[src/design/bfu_ram.sv]
`timescale 1ns / 1ps
// ----------------------------------------------------------------------------
// bfu_ram
// Generic single write, single read RAM with registered read data.
// ----------------------------------------------------------------------------
module bfu_ram #(
    parameter int WIDTH = 64,
    parameter int DEPTH = 64,
    localparam int AW = (DEPTH > 1) ? $clog2(DEPTH) : 1
) (
    input  logic             i_clk,
    input  logic             i_we,
    input  logic [AW-1:0]    i_waddr,
    input  logic [WIDTH-1:0] i_wdata,
    input  logic [AW-1:0]    i_raddr,
    output logic [WIDTH-1:0] o_rdata
);

    logic [WIDTH-1:0] r_mem [DEPTH];
    logic [WIDTH-1:0] r_rdata;

    always_ff @(posedge i_clk) begin
        if (i_we) begin
            r_mem[i_waddr] <= i_wdata;
        end
        r_rdata <= r_mem[i_raddr];
    end

    assign o_rdata = r_rdata;

endmodule

[config.mk]
export PLATFORM = sky130hd
export DESIGN_NAME = bfu_ram
export DESIGN_NICKNAME = d
export VERILOG_FILES = /design/src/design/bfu_ram.sv
export SDC_FILE = /design/constraint.sdc
export NUM_CORES = 2
export LEC_CHECK = 0
export CAP_MARGIN = 20
export CORE_ASPECT_RATIO = 0.75
export CORE_MARGIN = 2
export CORE_UTILIZATION = 50
export CTS_CLUSTER_SIZE = 25
export DETAILED_ROUTE_END_ITERATION = 10
export DONT_BUFFER_PORTS = 1
export MAX_ROUTING_LAYER = met4
export PLACE_DENSITY = 0.75
export SKIP_CTS_REPAIR_TIMING = 1
export SLEW_MARGIN = 40
export SYNTH_ARGS = -nofsm -noshare
export SYNTH_HDL_FRONTEND = slang
export SYNTH_SLANG_ARGS = --single-unit
[constraint.sdc]
create_clock -name i_clk -period 11.8 [get_ports i_clk]
set_input_delay 2.95 -clock i_clk [delete_from_list [all_inputs] [get_ports i_clk]]
set_output_delay 2.95 -clock i_clk [all_outputs]
set_load 0.005 [all_outputs]
# Word-level counts from Yosys, hierarchy flattened

Memories as Yosys holds them, arrays and structs flattened. A register that Yosys moved wholly into a read port is not among the register bits.
Index checks and enable logic that the tools add are counted.
Widths: inputs -> output; s select.

Reduce and logical (&&, ||, !) cells: 0
Bitwise operators: 0
Divide/modulo/power cells: 0
Muxes and demuxes: 2
Multipliers: 0
Add/subtract/negate cells: 0
Equality and inequality tests: 0
$lt $le $gt $ge: 0
Shifts and indexed selects: 0

Operators by type and width:

| kind   | count |
|---|---|
| $mux 1 | 2 |

Bits in registers: 0
Bits in latches: 0
Input bits: 78
Memories: 1
Memory bits (read-only): 0
Bits in writable memories: 4096
Word-level logic and storage cells: 3
Output and inout bits: 64

Memories:

| name  | words | width | read ports | clocked after memory_dff | write ports | RTL line | RTL |
|---|---|---|---|---|---|---|---|
| r_mem | 64    | 64    | 1          | 1                        | 1           | 19       | `logic [WIDTH-1:0] r_mem [DEPTH];` |

# Logic depth before layout (Yosys ltp)

Depth in word-level cells: 2
Mapped depth: 9
Mapped depth without buffers: 5

# Worst setup path after synthesis

No wires, ideal clock.

Path kind: input port to flip-flop
Start point: in i_waddr[3]
End point: mem r_mem[48][0], enable pin
Required time: 11.236 ns
Arrival: 7.822 ns
Library setup time: 0.564 ns
Path buffers: 1
Cell stages on the path: 4
Path slack: 3.414 ns
Path through: clkbuf_1 -> nor2b_1 -> nand4b_1 -> nor3_1

RTL lines:

| what        | RTL line | RTL |
|---|---|---|
| from (decl) | 13       | `input logic [AW-1:0] i_waddr,` |
| to (decl)   | 19       |  |

Straight into the memory's write port.

==> key figures <==
Global routing
  – Met2 Track Usage GR: approximately two fifths
  – Met3 Usage GRT: 6.49%
  – Initial antenna violation count: 15
  – GRT Total Usage: a little over a quarter
  – Number of global-route vias before repair: 75391
  – First-pass GRT wire length: 587000 um
  – Largest net degree at the start of global routing: approximately 900
  – Gr ovfl total: 0
  – Grt peak-use layer: met2
  – Met1 Track Usage GR: between 30% and 40%

Route
  – Via Count: 77541
  – Vias per cell: ~6.9
  – Final WL: 425000 um
  – 1st-iter DRT viols: between 10000 and 15000
  – WL per Instance: 37.8 um
  – DRC violations left: 0
  – Post-route ant nets: 0
  – DRT Pass-1 Iters: 5

STA
  – Final min period: 6.45 ns
  – Relative slew slack: 34.4%
  – Sum of negative setup slack: 0 ns
  – Final Setup Violations: 0
  – Worst Skew: between 0.06 and 0.07 ns
  – Tcrit/Tclk final: a little over half
  – Fmax: ~150 MHz
  – Final Hold Fails: 0
  – RSZ-0062 raised after global routing: false
  – Least-Margin Pin Slew: 0.983 ns
  – Fin. max-slew vios: 0

Logic synthesis
  – Leading area contributor after synthesis: edfxtp_1
  – FFs w/ async S/R, synth: 0%
  – Post-Syn Nets: around 6700
  – Syn avg cell area: 23.7 um^2
  – Post-synth top cells: edfxtp_1 (4096), mux4_2 (1024), buf_2 (170)
  – Seq/Total Area, Yosys: 79.5%
  – Synth Flop Type: edfxtp_1
  – Yosys warnings: 0
  – Register bit total from synthesis: about 4200
  – Count of different cell masters after synthesis: 33
  – Ranking of synthesized cells by area: edfxtp_1 (79%), mux4_2 (15%), mux2i_1 (0.86%), dfxtp_1 (0.82%), a22oi_1 (0.81%)
  – Mapped cell area: 0.156 mm^2
  – Most common cell in the netlist: edfxtp_1
  – Mapped Cells: around 6600
  – Share of the synthesized area in the top cell type: 78.7%
  – Post-synth EDFFs: 4096

Critical path
  – Buf/Inv on CP: 6
  – Crit start category: primary input
  – Worst Reg-to-Reg Cells: 5
  – Max stage delay on crit path: roughly 0.61 ns
  – CP max-delay cell: mux4_2
  – Critical-path cell list: buf_16, buf_16, buf_16, buf_16, buf_16, buf_16, mux4_2, mux2i_1, o22ai_1, a41oi_1, a211oi_1
  – CP endpoint kind: register
  – Critical path depth: 11
  – Crit path max fanout: 82
  – WP data required: 12.52 ns
  – Data arrival time of the worst path: 7.17 ns
  – WS Path Type: in -> reg
  – Most used cell, CP: buf_16
  – Top Family by Delay on Critical Path: buffers and inverters

Placement
  – RD Place Congestion: 0.815
  – Detailed Place HPWL: 217000 um
  – Placed cell count: roughly 11000
  – Placement Cell Area: 0.163 mm^2
  – I/O Buffers: 0

Clock tree
  – TritonCTS clock tree: built
  – Reg clk slew, reported paths: 0.06 ns
  – Clock tree buffer depth: 4
  – Root Driver: clkbuf_16
  – Num CTS Buffers: 361
  – Worst-Skew Late Latency: approximately 0.94 ns
  – Sink Count: 4160
  – H-Tree Depth: 5

Hold path
  – HP Class: reg -> reg
  – Worst hold path depth: 4

Die
  – Full die area: between 0.3 and 0.4 mm^2
  – Die H: 488 um
  – Die W: 650 um
  – Initial Util: 50.3%
  – Ports: 142
  – Core area: slightly above 0.3 mm^2
  – FP Rows: 177

Final layout
  – Fin util: 56.2%
  – Post-layout net count: 6881
  – Layout cell share with drive strength beyond 1: between 20% and 30%
  – Cell Count, Final, Fillers Out: 11227
  – Post-route cell area: 0.175 mm^2
  – Layout area overhead: 11.7%

Pwr
  – Pwr/cell area: 169 mW/mm^2
  – Static leakage: 53.8 nW
  – P_int: 0.0234 W
  – Power share of the combinational group: 3.8%
  – Clock share of power: 40.4%
  – Flop pwr share: 55.9%
  – Pwr Total: 0.0295 W
  – Peak supply drop: between 100 and 150 uV
  – Net switching power: 0.00602 W
  – Switching Fraction: 20.4%

Job
  – Max Cap Violations: 0

Outcome
  – Outcome: finished clean
[worst paths after layout]
kind / startpoint / to / slack (ns)
setup / recovery: i_raddr[0] / o_rdata[53]$_DFF_P_ / 5.35
hold reg to reg: r_mem[62][34]$_DFFE_PP_ / o_rdata[34]$_DFF_P_ / 0.85
hold / removal: r_mem[62][34]$_DFFE_PP_ / o_rdata[34]$_DFF_P_ / 0.85
setup reg to reg: r_mem[45][38]$_DFFE_PP_ / o_rdata[38]$_DFF_P_ / 9.52
[sequential cells by signal (all words and copies together), names as in the netlist]
signal,flops
r_mem,4096
o_rdata,64
[cells by family after synthesis]
group / count (synthesis) / synth area share (%)
AO/OA/AOI/OAI: 504 / 2.48
buffers and inverters: 389 / 1.18
multiplexers: 1159 / 15.6
flip-flops: 4160 / 79.5
AND/OR/NAND/NOR: 386 / 1.24
[through the flow]
stage               worst slack, ns  hold slack (ns)
finish                         5.35            0.853
CTS                            5.26            0.851
detailed placement             4.41            0.835
global placement               4.09            0.823
floorplan                      3.41            0.788
global route                   4.99            0.878
[tightest hold or removal path: stages, from the launching register on]
cell	delay, ns
edfxtp_1	0.31
mux4_2	0.22
a22oi_1	0.06
nand3_1	0.07
and3_1	0.15
[final cells by class]
cell class	count	area (um^2)
Clock inverter	184	1750
Tap cell	4117	5150
Multi-Input combinational cell	2049	30800
Clock buffer	478	9970
Sequential cell	4160	124000
Fill cell	21333	136000
Timing Repair Buffer	212	2650
Inverter	19	71.3
Antenna cell	8	20.0
[metal layers]
metal / share of wire (%) / wire length, um / up-vias
met5: 0 / 0 / -
li1: - / - / 28869
met2: 46 / 195000 / 6414
met3: 14 / 58000 / 968
met4: 3.6 / 15500 / 0
met1: 37 / 156000 / 41290
[cells in the final DEF, fill, tap and decap left out, drive strengths merged, types with 19 or more instances in the layout]
cell type / n
edfxtp: 4096
mux4: 1024
clkbuf: 478
buf: 212
a22oi: 168
mux2i: 135
clkinv: 132
nor2: 112
a22o: 88
o22ai: 83
and3: 64
dfxtp: 64
a211oi: 63
nand2: 58
nand3: 45
o221ai: 38
or3: 29
bufinv: 29
or2: 28
nor2b: 28
inv: 28
a41oi: 26
a2bb2oi: 19
[power by group through the flow]
stage	Clock, W	Sequential [W]	Combinational, W
2_1_floorplan	0	0.0167	0.000762
3_3_place_gp	0	0.0168	0.000946
3_5_place_dp	0	0.0168	0.000975
4_1_cts	0.0120	0.0165	0.000990
5_1_grt	0.0125	0.0165	0.00115
6_report	0.0119	0.0165	0.00111
Note: power is estimated with default switching activity, not from simulation.
