## config.mk

```make
export PLATFORM = sky130hd
export DESIGN_NAME = bfu_div
export DESIGN_NICKNAME = d
export VERILOG_FILES = /design/src/design/bfu_div.sv
export SDC_FILE = /design/constraint.sdc
export NUM_CORES = 1
export LEC_CHECK = 0
export BUFFER_PORTS_ARGS = -buffer_cell sky130_fd_sc_hd__buf_2
export CORE_UTILIZATION = 50
export CTS_CLUSTER_DIAMETER = 200
export DETAILED_ROUTE_END_ITERATION = 7
export PLACE_DENSITY = 0.86
export SLEW_MARGIN = 10
export SYNTH_ARGS = -nofsm -noshare
export SYNTH_HDL_FRONTEND = slang
export SYNTH_SLANG_ARGS = --single-unit
```

## constraint.sdc

```tcl
create_clock -name i_clk -period 2.75 [get_ports i_clk]
set_input_delay 0.55 -clock i_clk [delete_from_list [all_inputs] [get_ports i_clk]]
set_output_delay 0.55 -clock i_clk [all_outputs]
set_load 0.005 [all_outputs]
```

## src/design/bfu_div.sv

```systemverilog
`timescale 1ns / 1ps
// ----------------------------------------------------------------------------
// bfu_div
// Restoring unsigned divider, one quotient bit per cycle.
// ----------------------------------------------------------------------------
module bfu_div #(
    parameter int NUM_W = 47,
    parameter int DEN_W = 32
) (
    input  logic             i_clk,
    input  logic             i_rst_n,
    input  logic             i_start,
    input  logic [NUM_W-1:0] i_num,
    input  logic [DEN_W-1:0] i_den,
    output logic             o_done,
    output logic [NUM_W-1:0] o_quo
);

    localparam int CW = $clog2(NUM_W + 1);

    logic [DEN_W-1:0] r_rem;
    logic [NUM_W-1:0] r_quo;
    logic [DEN_W-1:0] r_den;
    logic [CW-1:0]    r_cnt;
    logic             r_busy;
    logic             r_done;
    logic [DEN_W:0]   trial;
    logic [DEN_W:0]   diff;
    logic             ge;

    assign trial = {r_rem, r_quo[NUM_W-1]};
    assign ge    = (trial >= {1'b0, r_den});
    assign diff  = trial - {1'b0, r_den};

    always_ff @(posedge i_clk) begin
        if (!i_rst_n) begin
            r_busy <= 1'b0;
            r_done <= 1'b0;
            r_cnt  <= '0;
        end else begin
            r_done <= 1'b0;
            if (i_start) begin
                r_busy <= 1'b1;
                r_cnt  <= CW'(NUM_W);
            end else if (r_busy) begin
                r_cnt <= r_cnt - 1'b1;
                if (r_cnt == CW'(1)) begin
                    r_busy <= 1'b0;
                    r_done <= 1'b1;
                end
            end
        end
    end

    always_ff @(posedge i_clk) begin
        if (i_start) begin
            r_rem <= '0;
            r_quo <= i_num;
            r_den <= i_den;
        end else if (r_busy) begin
            r_rem <= ge ? diff[DEN_W-1:0] : trial[DEN_W-1:0];
            r_quo <= {r_quo[NUM_W-2:0], ge};
        end
    end

    assign o_done = r_done;
    assign o_quo  = r_quo;

endmodule

```

# Yosys cells after proc, flatten, opt, wreduce, memory -nomap -nowiden
# Cells that the tools add are included.
# Widths: inputs -> output; s select.
[word_totals]
output_inout_bits = 48
ff_bits = 119
[classes]
n_reduce_logical = 3
n_mux = 9
eq_ne = 1
n_bitwise = 2
n_addsub = 2
order_cmp = 1
[ops]
columns = ["operator", "count"]
rows = [
  ["$mux 47", 2],
  ["$ge 33x32->1", 1],
  ["$mux 32", 1],
  ["$sub 32x32->32", 1],
  ["$mux 6", 2],
  ["$eq 6x1->1 const B", 1],
  ["$sub 6x1->6 const B", 1],
  ["$mux 1", 4],
  ["$reduce_or 3->1", 1],
  ["$not 1->1", 2],
  ["$reduce_bool 2->1", 1],
  ["$reduce_or 2->1", 1],
]

# Logic depth before layout (Yosys ltp)
[logic_depth]
word_depth = 4
ltp_mapped = 13
mapped_depth_nobuf = 12

# Worst setup path before layout
# OpenSTA, ideal clock, no wires.
[synth_path]
kind = "flip-flop to flip-flop"
start = "reg r_den[7]"
end = "reg r_quo[0] (netlist: o_quo[0]) (data pin)"
slack_ns = -0.029
arrival_time_ns = 2.519
t_required_ns = 2.490
setup_ns = 0.260
stages_incl_launch_ff = 12
path_cell_list = "edfxtp_1 -> inv_1 -> ha_1 -> and3_4 -> a31o_1 -> or3_1 -> o211ai_2 -> nand2_2 -> a211oi_4 -> nor2_4 -> buf_6 -> mux2_2"
[synth_via]
elab_chain_len = 3
[synth_rtl]
columns = ["element", "line_no", "text"]
rows = [
  ["from (decl)", "23", "logic [DEN_W-1:0] r_den;"],
  ["from (signal assigned)", "59", "r_den <= i_den;"],
  ["$ge 33x32->1", "32", "assign ge = (trial >= {1'b0, r_den});"],
  ["$mux 47", "60", "end else if (r_busy) begin"],
  ["$mux 47", "56", "if (i_start) begin"],
  ["to (signal assigned)", "58", "r_quo <= i_num;"],
  ["to (signal assigned)", "62", "r_quo <= {r_quo[NUM_W-2:0], ge};"],
  ["to (decl)", "22", "logic [NUM_W-1:0] r_quo;"],
]
# No other way between the ends. The select of a mux whose other input is x is not followed.
# A chain may end at the register's enable or synchronous reset.

# Worst setup path after layout
# Same ends and word-level chain as after synthesis.

==> metrics.md <==
| Metric | Value |
|---|---|
| Hold WC Path Type | input port to flop |
| DRC Markers | 0 |
| Overflow left after global routing | 0 |
| DPL Wire Length | about 11000 µm |
| CP max-delay cell | edfxtp_1 |
| Number of buffers created by CTS | 17 |
| Skew final | 6.846 ps |
| Antenna violation net count after detailed routing | 0 |
| Rel. slew slack | 47.40% |
| Max Transition Viols Final | 0 |
| Sw Ratio | 26.34% |
| Crit start category | flop |
| Area of all placed cells without fillers | approximately 0.0085 mm² |
| Port buffer count | 129 |
| Net Switching | 1.422 mW |
| CTS Root Buffer Type | clkbuf_16 |
| Ratio of total power to cell area | approximately 640 mW/mm² |
| Async set-or-reset flop fraction in the synthesized netlist | 0% |
| Peak VDD IR | 0.3845 mV |
| Fill cells | approximately 1000 |
| Chain of cells forming the critical path | inv_2, ha_4, and3_4, a31o_1, or3_4, o211ai_4, nand2_2, a211oi_4, nor2_4, buf_12, mux2_2 |
| Crit-path max cell delay | 380 ps |
| Part of the total power dissipated in the clock network | 41.9% |
| Max Fclk | between 300 and 400 MHz |
| RSZ-0062 raised after global routing | true |
| Initial antenna violation count | 0 |
| Sum of negative setup slack | -22.34 ps |
| Proportion of power drawn by combinational gates | roughly 18% |
| Top-level I/O count | between 100 and 150 |
| Yosys cell types | 61 |
| Mean instance size in the synthesized netlist | 10.96 µm² |
| Multi-input logic area | 0.003316 mm² |
| Pin count of the biggest net entering global routing | between 40 and 50 |
| Number of hold-slack violations in the final timing report | 0 |
| Count of H-tree levels built during CTS | 4 |
| Number of flip-flops and latches in the synthesized netlist | around 120 |
| Core region area | 0.01272 mm² |
| Die Footprint | 0.01364 mm² |
| Library cell occupying the most area in the post-synthesis netlist | edfxtp_1 |
| Global placement routability congestion | 0.9482 |
| Required time at the endpoint of the critical path | 2920 ps |
| Die boundary width | 116.8 µm |
| Fraction of final layout cells sized beyond drive strength 1 | 37.87% |
| Setup crit end kind | flop |
| Status | finished, violations left |
| Failing checks | setup timing |
| Sequential-to-total area share from yosys stat | 48.18% |
| Global routing usage summed across all routing layers | 24.14% |
| Nets | 884 |
| Average wire length per cell after detail routing | around 17 µm |
| TritonCTS clock tree | built |
| Post-synth EDFFs | 79 |
| Top cell type's share of synthesized area | 36.02% |
| Count of warnings emitted by yosys | 0 |
| Data arrival time of the worst path | 2940 ps |
| Period utilisation layout | 100.7% |
| Height of the die | around 120 µm |
| Clock slew at the register clock pins of the worst setup and hold paths | 60 ps |
| Clk sink count | 119 |
| Number of buffers on the longest clock path | 2 |
| Most used flip-flop cell after synthesis | edfxtp_1 |
| Clock Latency Late Sink | 410 ps |
| Minimum clock period after layout | 2770 ps |
| Wire length of the first global-routing pass | 25050 µm |
| Iteration count of the initial detailed-routing pass | 5 |
| Critical-path maximum fanout | 6 |
| Area overhead of the layout relative to synthesis | 29.01% |
| Worst slack on hold paths | between 300 and 400 ps |
| Leakage power | roughly 3.6 nW |
| Max_cap viols | 0 |
| Initial Utilization | about half |
| Net Count, Synth | 718 |
| Detailed-route vias per instance | around 5.5 |
| DRT Wirelength | 15770 µm |
| Start-to-end type of the worst setup path | flop to flop |
| Number of vias after detailed routing | 5272 |
| Ant. Diodes | 0 |
| Cell internal power dissipation | about 4.0 mW |
| Biggest area contributors in the synthesized netlist | edfxtp_1 36%, dfxtp_1 12%, mux2_2 8.2% |
| Area taken by flip-flops and latches | roughly 0.0032 mm² |
| Num rows | 41 |
| Relative contribution of sequential cells to total power | 40.3% |
| Synthesized netlist cell count | approximately 600 |
| Post-layout utilization of the core | 66.79% |
| Minimum setup slack in the final design | -19.57 ps |
| Cell area after synthesis | approximately 0.0066 mm² |
| Count leader, synth | edfxtp_1 |
| Setup violation total in the final timing report | 2 |
| Commonest cells in the netlist | 79 x edfxtp_1, 48 x mux2_2, 47 x nor2_1 |
| Number of global-route vias before repair | 5244 |
| Transition at the pin with the smallest max-transition slack | ~800 ps |
| DP Area | 0.007682 mm² |
| DR iter-0 viols | between 300 and 400 |
worst paths after layout:
kind / cells past startpoint / slack (ps) / endpoint / startpoint
worst max-delay path: 11 / -20 / o_quo[0]$_DFFE_PP_ / r_den[7]$_DFFE_PP_
worst min register to register: 2 / 480 / r_rem[30]$_SDFFE_PP0P_ / r_rem[30]$_SDFFE_PP0P_
worst min-delay path: 1 / 310 / r_den[23]$_DFFE_PP_ / i_den[23]
worst max register to register: 11 / -20 / o_quo[0]$_DFFE_PP_ / r_den[7]$_DFFE_PP_
sequential cells by signal, summed over array words and instances, names as in the netlist:
| register | count |
|---|---|
| o_done | 1 |
| o_quo | 47 |
| r_busy | 1 |
| r_cnt | 6 |
| r_den | 32 |
| r_rem | 32 |
area by class of cell:
class	instances	share of cell area (%)
Tap cell	172	2.533
Sequential cell	119	37.34
Clock buffer	17	5.007
Inverter	45	1.988
Clock inverter	14	2.062
Timing Repair Buffer	172	12.05
Multi-Input combinational cell	412	39.02
cells in the final DEF (no fill, tap or decap), types with 5 or more instances in the layout:
cell type / instances
buf_2: 128
edfxtp_1: 79
mux2_2: 48
nor2_1: 47
inv_1: 42
dfxtp_1: 40
nand2_1: 38
buf_4: 38
ha_1: 30
a21oi_1: 25
mux2i_1: 20
xnor2_1: 18
o21ai_0: 17
clkbuf_16: 17
a21o_1: 16
xor2_1: 10
a211oi_1: 10
o21a_1: 8
a211oi_2: 8
nand3_1: 8
nor3_1: 8
a21oi_2: 6
o21ai_1: 6
nand4_1: 6
o21bai_1: 6
clkinv_4: 5
power by group through the flow:
stage | clock [mW] | sequential (mW) | combinational [mW]
2_1_floorplan | 0 | 2.19 | 0.560
3_3_place_gp | 0 | 2.19 | 0.862
3_5_place_dp | 0 | 2.20 | 0.895
4_1_cts | 2.28 | 2.17 | 0.920
5_1_grt | 2.36 | 2.19 | 1.06
6_report | 2.26 | 2.17 | 0.965
layer usage:
| layer | vias up | GRT usage, % | wire (µm) |
|---|---|---|---|
| met5 | - | 0 | 0 |
| met2 | 181 | 41.85 | 7807 |
| met3 | 18 | 6.591 | 970 |
| li1 | 2539 | - | - |
| met4 | 0 | 8.354 | 219 |
| met1 | 2534 | 28.93 | 6774 |
cell families (layout without fill, tap and decap cells):
group	after synthesis	after routing	share of synthesized area, %
adder cells (fa/ha/maj)	35	35	6.763
multiplexers	70	70	11.55
AO/OA/AOI/OAI	141	141	15.33
AND/OR/NAND/NOR	137	137	9.822
XOR/XNOR	29	29	3.856
buffers and inverters	70	248	4.502
flip-flops	119	119	48.18
metrics by stage:
step | instances | power, mW | setup slack (ps)
after CTS | 950 | 5.376 | 1.902
after detailed placement | 915 | 3.095 | -101.7
after global routing | 951 | 5.606 | -120.5
after floorplan | 601 | 2.749 | -27.57
final | 951 | 5.398 | -19.57
after global placement | 915 | 3.055 | -36.85
critical path: cells and delay by family (launching register included):
family                   cells  cell delay (ps)
AO/OA/AOI/OAI                3              750
adder cells (fa/ha/maj)      1              210
buffers and inverters        2              210
flip-flops                   1              380
multiplexers                 1              250
AND/OR/NAND/NOR              4              710
what timing repair did:
| action | CTS | global route |
|---|---|---|
| hold buffers | 0 | 0 |
| gates resized for setup | 10 | 33 |
| buffers inserted | 4 | 2 |
| endpoints found under the setup margin | 26 | 33 |
| pin swaps | 14 | 27 |
No activity file was read; power rests on OpenSTA's default activity.
