===== config.mk =====
export PLATFORM = sky130hd
export DESIGN_NAME = bfu_sqrt
export DESIGN_NICKNAME = d
export VERILOG_FILES = /design/src/design/bfu_pkg.sv /design/src/design/bfu_sqrt.sv
export SDC_FILE = /design/constraint.sdc
export NUM_CORES = 1
export LEC_CHECK = 0
export ABC_AREA = 1
export BUFFER_PORTS_ARGS = -buffer_cell sky130_fd_sc_hd__buf_4
export CAP_MARGIN = 20
export CORE_ASPECT_RATIO = 1.75
export CORE_MARGIN = 2
export CORE_UTILIZATION = 37
export CTS_BUF_LIST = sky130_fd_sc_hd__clkbuf_16
export DETAILED_ROUTE_END_ITERATION = 10
export HOLD_SLACK_MARGIN = 0.1
export PLACE_DENSITY = 0.53
export SYNTH_ARGS = -nofsm -noshare
export SYNTH_HDL_FRONTEND = slang
export SYNTH_SLANG_ARGS = --single-unit
export TNS_END_PERCENT = 50

===== constraint.sdc =====
create_clock -name i_clk -period 10.8 [get_ports i_clk]
set_input_delay 2.7 -clock i_clk [delete_from_list [all_inputs] [get_ports i_clk]]
set_output_delay 2.7 -clock i_clk [all_outputs]
set_load 0.02 [all_outputs]

===== src/design/bfu_pkg.sv =====
`timescale 1ns / 1ps
// ----------------------------------------------------------------------------
// bfu_pkg
// Shared widths, codes and types of the boid flocking update block.
// ----------------------------------------------------------------------------
package bfu_pkg;

    localparam int COORD_W    = 32;
    localparam int RAD_W      = 31;
    localparam int CNT_W      = 7;
    localparam int IDX_W      = 6;
    localparam int MODE_W     = 2;
    localparam int STAT_W     = 2;
    localparam int CFG_IDX_W  = 2;

    localparam int SQ_W       = 2 * RAD_W;
    localparam int D2_W       = SQ_W + 1;
    localparam int ROOT_W     = 32;
    localparam int SQRT_STEPS = ROOT_W;
    localparam int FRAC_W     = 16;
    localparam int DIV_NUM_W  = RAD_W + FRAC_W;
    localparam int DIV_DEN_W  = ROOT_W;
    localparam int SEP_W      = 25;
    localparam int SUM_W      = 39;
    localparam int NUMS_W     = 40;
    localparam int TDEN_W     = 12;
    localparam int T_W        = 34;
    localparam int ALIGN_DIV  = 20;

    localparam logic [MODE_W-1:0] MODE_WRITE  = 2'd0;
    localparam logic [MODE_W-1:0] MODE_UPDATE = 2'd1;
    localparam logic [MODE_W-1:0] MODE_READ   = 2'd2;

    localparam logic [STAT_W-1:0] ST_OK    = 2'd0;
    localparam logic [STAT_W-1:0] ST_RANGE = 2'd1;
    localparam logic [STAT_W-1:0] ST_SAT   = 2'd2;

    localparam logic [CFG_IDX_W-1:0] CFG_ACTIVE = 2'd0;
    localparam logic [CFG_IDX_W-1:0] CFG_SEP    = 2'd1;
    localparam logic [CFG_IDX_W-1:0] CFG_ALI    = 2'd2;
    localparam logic [CFG_IDX_W-1:0] CFG_COH    = 2'd3;

    localparam logic [CNT_W-1:0] RST_ACTIVE = 7'd1;
    localparam logic [RAD_W-1:0] RST_SEP    = 31'd655360;
    localparam logic [RAD_W-1:0] RST_ALI    = 31'd1310720;
    localparam logic [RAD_W-1:0] RST_COH    = 31'd1966080;

    typedef logic signed [COORD_W-1:0] t_coord;

    typedef struct packed {
        logic              done;
        logic [ROOT_W-1:0] root;
    } t_sqrt_rsp;

endpackage


===== src/design/bfu_sqrt.sv =====
`timescale 1ns / 1ps
// ----------------------------------------------------------------------------
// bfu_sqrt
// Iterative integer square root, one result bit per cycle.
// ----------------------------------------------------------------------------
module bfu_sqrt (
    input  logic                       i_clk,
    input  logic                       i_rst_n,
    input  logic                       i_start,
    input  logic [bfu_pkg::D2_W-1:0]   i_value,
    output bfu_pkg::t_sqrt_rsp         o_rsp
);
    import bfu_pkg::*;

    localparam int IW = 2 * ROOT_W;
    localparam int CW = $clog2(SQRT_STEPS + 1);

    logic [IW-1:0] r_v;
    logic [IW-1:0] r_r;
    logic [IW-1:0] r_bit;
    logic [CW-1:0] r_cnt;
    logic          r_busy;
    logic          r_done;
    logic [IW-1:0] sum_rb;
    logic          ge;

    assign sum_rb = r_r + r_bit;
    assign ge     = (r_v >= sum_rb);

    always_ff @(posedge i_clk) begin
        if (!i_rst_n) begin
            r_busy <= 1'b0;
            r_done <= 1'b0;
            r_cnt  <= '0;
        end else begin
            r_done <= 1'b0;
            if (i_start) begin
                r_busy <= 1'b1;
                r_cnt  <= CW'(SQRT_STEPS);
            end else if (r_busy) begin
                r_cnt <= r_cnt - 1'b1;
                if (r_cnt == CW'(1)) begin
                    r_busy <= 1'b0;
                    r_done <= 1'b1;
                end
            end
        end
    end

    always_ff @(posedge i_clk) begin
        if (i_start) begin
            r_v   <= IW'(i_value);
            r_r   <= '0;
            r_bit <= IW'(1) << (IW - 2);
        end else if (r_busy) begin
            r_v   <= ge ? (r_v - sum_rb) : r_v;
            r_r   <= ge ? ((r_r >> 1) + r_bit) : (r_r >> 1);
            r_bit <= r_bit >> 2;
        end
    end

    assign o_rsp.done = r_done;
    assign o_rsp.root = r_r[ROOT_W-1:0];

endmodule


# After elaboration in Yosys (flattened, before gate mapping)
# Index checks and enable logic that the tools add are counted.
# word_totals
ram_bits	0
romBits	0
latch_bits	0
elab_cells	32
ff_bits	168
in_bits	66
memories	0
# classes
bitwise	2
n_lt_le_gt_ge	1
n_reduce_logical	6
mux	10
n_eq_ne	1
n_addsub	4
div	0
shifts	0
multipliers	0
# ops
op	count
63-bit 2-to-1 mux	3
63-bit by 63-bit adder with 64-bit output	1
64-bit by 63-bit adder with 64-bit output	1
64-bit >= comparator	1
64-bit 2-to-1 mux	1
64-bit subtractor	1
6-bit 2-to-1 mux	2
6-bit by 1-bit == test with 1-bit output, second input constant	1
6-bit by 1-bit subtractor with 6-bit output, second input constant	1
1-bit 2-to-1 mux	4
2-bit AND reduction	2
2-bit nonzero test	2
3-bit OR reduction	1
1-bit inverter	2
2-bit OR reduction	1

# Longest topological paths before layout
# logic_depth
depth_word	5
ltp_mapped	32
ltp_nobuf	30

# Worst setup path after synthesis
# No wires, ideal clock.
# synth_timing
path_type	input -> register
from	in i_start
to	reg r_v[0], enable pin
slack_ns	5.467
t_arrival_ns	4.910
path_buffers	3
path_stages	5
setup_ns	0.422
path_cell_list	clkbuf_1 clkinv_1 clkbuf_1 clkbuf_1 nand2_1
# synth_via
elab_chain_len	2
# synth_rtl
item	line	source
start: declaration	bfu_sqrt.sv:9	input logic i_start,
2-bit nonzero test (no line)	-	
2-bit AND reduction (no line) (*)	-	
end signal: assignment	bfu_sqrt.sv:52	r_v <= IW'(i_value);
end signal: assignment	bfu_sqrt.sv:56	r_v <= ge ? (r_v - sum_rb) : r_v;
end: declaration	bfu_sqrt.sv:18	logic [IW-1:0] r_v;
# Mark *: on every way between the ends. The rest lies on a longest branch, timed or not.
# A chain may end at the register's enable or synchronous reset.

# Worst setup path in the final report
# layout_timing
from	reg r_r[24]
to	reg r_v[14], enable pin
# layout_via
elab_chain_len	4
# layout_rtl
item	line	source
start: declaration	bfu_sqrt.sv:19	logic [IW-1:0] r_r;
start signal: assignment	bfu_sqrt.sv:57	r_r <= ge ? ((r_r >> 1) + r_bit) : (r_r >> 1);
64-bit by 63-bit adder with 64-bit output	bfu_sqrt.sv:27	assign sum_rb = r_r + r_bit;
64-bit >= comparator	bfu_sqrt.sv:28	assign ge = (r_v >= sum_rb);
2-bit nonzero test (no line)	-	
2-bit AND reduction (no line)	-	
# Every way passes these cells.

==> summary.txt <==
Status
  – Status: finished, final reports clean

Setup path
  – Cell depth of the worst flop-to-flop path: 23
  – CP required: 10900 ps
  – Critical Path End Type: register
  – Max Fanout on Critical Path: 63
  – Worst r2r src: r_r[24]
  – Reg2reg end: r_v[14]
  – CP arrival: 6800 ps
  – Crit Path Category: reg -> reg
  – R2R Setup Slk: around 4000 ps
  – Worst setup SP type: register

Power
  – PwrDens: 318 nW/um^2
  – Switching power: 4.08 mW
  – Sequential share of power: 0.195
  – Comb pwr share: 0.706
  – Clk pwr share: 0.099
  – VDD IR max: 209 uV
  – Sw Ratio: 0.584
  – Leakage: 10.3 nW
  – Pwr Total: 6.99 mW
  – Cell-internal power: between 2 and 3 mW

Floorplanning
  – I/O pin count: 99
  – Core area: between 50000 and 60000 um^2
  – Die Area: 56800 um^2
  – Die height: 314 um
  – Die Span X: 181 um
  – Initial Util: 0.374
  – Row cnt: between 100 and 150

Synth
  – Post-synthesis cell count: 3645
  – Syn Area/Cell: approximately 5.6 um^2
  – FF+latch count, synth: 168
  – Post-synth cell types: 44
  – Asr flop ratio synth: 0
  – Sequential area share after synthesis: 0.197
  – Top FF cell, synth: dfxtp_1
  – Post-synth EDFFs: 63
  – Mapped Nets: 3844
  – Synthesized area: 20300 um^2
  – Synth warn: 0

Final layout
  – Layout Area Growth over Synthesis: 8.33%
  – Ant. Diodes: 0
  – Filler cells: 6393
  – Share of layout cells above drive strength 1: 0.0509
  – Final Cell Area: roughly 22000 um^2
  – Final nets: 3862
  – Multi-input logic area: 13700 um^2
  – Register area: between 3000 and 4000 um^2

Routing
  – Drc violations: 0
  – Routed len/inst: 21.0 um
  – Drt via density: 5.27
  – Post-route antenna net violation count: 0
  – Routed vias: 23020
  – Initial DRC Count: between 1000 and 1500
  – First-pass DRT Iterations: 5
  – Final WL: 91700 um

Place
  – Post-Place Cell Area: 21400 um^2
  – I/O Buffers: 98
  – Place WS: 4400 ps
  – GP Congestion: 1.03
  – Detailed placement HPWL: approximately 76000 um

Global routing
  – Gr ovfl total: 0
  – Overall Global Routing Usage: 0.322
  – Antenna violations before repair: 1
  – Vias in the first global route: roughly 24000
  – First-pass GRT wire length: 136000 um
  – Largest net degree at the start of global routing: 65

STA
  – RSZ-0062 raised after global routing: no
  – Clk_skew: about 14 ps
  – Fmax: around 150 MHz
  – Fin crit share: 0.620
  – Fin Setup TNS: 0 ps
  – Final worst-path setup slack: between 4000 and 5000 ps
  – Worst Tran Pin Value: 1200 ps
  – Hold Vio Cnt, Final: 0
  – Final-report max-slew violation count: 0
  – Fin crit period: 6700 ps
  – Final Setup Violations: 0
  – Max-slew headroom: 0.194

Clock tree
  – CTS tree: done
  – CTS Buf Count: 17
  – Clock Tree Buf Depth: 2
  – Clock root cell: clkbuf_16
  – Hold Buf Count CTS: 0
  – CTS sink count: 168
  – Post-CTS sizing: 0
  – Post CTS Setup Buffer Count: 0
  – Worst skew pair latency: 500 ps
  – Htree depth: 4
  – Clk pin slew, worst setup/hold paths: 80 ps

Min path
  – Hold path endpoint: r_r[0]
  – WHS Path Cells: 2
  – HP Start: r_r[0]
  – Hold Path Class: reg -> reg

Job
  – Maxcap violations: 0
==> power groups by stage <==
stage	Clock [mW]	Sequential [mW]	Combinational, mW
6_report	0.694	1.36	4.94
4_1_cts	0.709	1.35	4.88
3_3_place_gp	0	1.36	4.87
3_5_place_dp	0	1.35	4.86
5_1_grt	0.724	1.39	5.48
2_1_floorplan	0	1.13	3.62
==> worst max-delay path, stage by stage (launching register included) <==
cell and delay, ps:
dfxtp_1 420, ha_1 450, nand2_1 140, o21ai_0 350, a21oi_1 190, o21ai_0 960
nand3b_1 340, nand2_1 90, nand2_1 80, xor2_1 250, ha_1 360, nand2_1 90
nand2_1 60, nand3_1 60, nand2_1 80, a21oi_1 210, nand2_1 140, a21oi_4 480
nand3_2 150, buf_4 290, nand2_1 110, buf_4 400, nand2_2 60, buf_4 350
==> synth_stat cells (all sizes together), types with 27 or more instances <==
cell type     n  area, um^2
xnor2        60         526
o21ai       197         990
edfxtp       63        1890
a21oi       186         942
nand4        36         225
nor2        455        1740
nand3       311        1560
ha          132        1650
dfxtp       105        2100
xor2         27         236
buf          53         404
nor3         41         221
inv         528        1980
nand2      1285        4840
clkbuf       58         218
==> layout by cell type, fill, tap and decap left out, types with 3 or more instances in the layout <==
master	count
or2_2	16
dfxtp_1	104
and2_1	4
nand2_2	6
clkbuf_16	18
and3_1	3
inv_6	4
inv_1	523
a31oi_1	5
nor3_1	39
nand3_1	310
o21ai_1	15
inv_2	6
nand4_1	36
nor4_1	8
nor2_1	444
a21oi_1	185
nor3b_1	3
inv_8	3
nor2_2	9
nand3b_1	23
nand2_1	1279
o21ai_0	181
a21o_1	6
xor2_1	27
edfxtp_1	63
o211ai_1	5
buf_4	110
o21bai_1	25
xnor2_1	60
ha_1	132
==> stage by stage <==
stage          hold slack, ps  instances   util
6_report                  487       4366  0.405
5_1_grt                   527       4366  0.405
4_1_cts                   491       4366  0.405
3_5_place_dp              482       4334  0.394
3_3_place_gp              471       4334  0.394
2_1_floorplan             449       3645      -
==> layout make-up <==
type	count	area share
timing repair buffer	110	0.0375
multi-input combinational	2837	0.623
tap	690	0.0393
clock buffer	18	0.0205
clock inverter	14	0.00723
sequential	168	0.182
inverter	529	0.0903
==> cell families (layout without fill, tap and decap cells) <==
kind of cell	count (synthesis)	in the layout	synth area share
simple gates	2187	2187	0.443
buf+inv	640	671	0.128
compound gates	430	430	0.112
flops	168	168	0.197
fa+ha+maj	133	133	0.0823
xor+xnor	87	87	0.0375
==> state kept, by name (all words and copies together) (netlist names) <==
name / flops
r_r: 64
r_v: 64
r_bit: 32
r_cnt: 6
r_busy: 1
r_done: 1
==> how the worst max path moves through the flow <==
stage | start | end | slack [ps]
6_report | r_r[24] | r_v[14] | 4100
5_1_grt | r_r[24] | r_v[9] | 3830
4_1_cts | r_r[34] | r_v[9] | 4360
3_5_place_dp | r_r[36] | r_v[9] | 4400
3_3_place_gp | r_r[34] | r_v[11] | 4420
2_1_floorplan | i_start | r_v[0] | 5470
==> layer usage <==
layer	wire (um)	track usage	share of wire
met4	9070	0.283	0.099
met3	3180	0.0351	0.035
met2	46900	0.606	0.51
met1	32600	0.309	0.36
met5	0	0	0
Power figures use the tool's default switching activity.
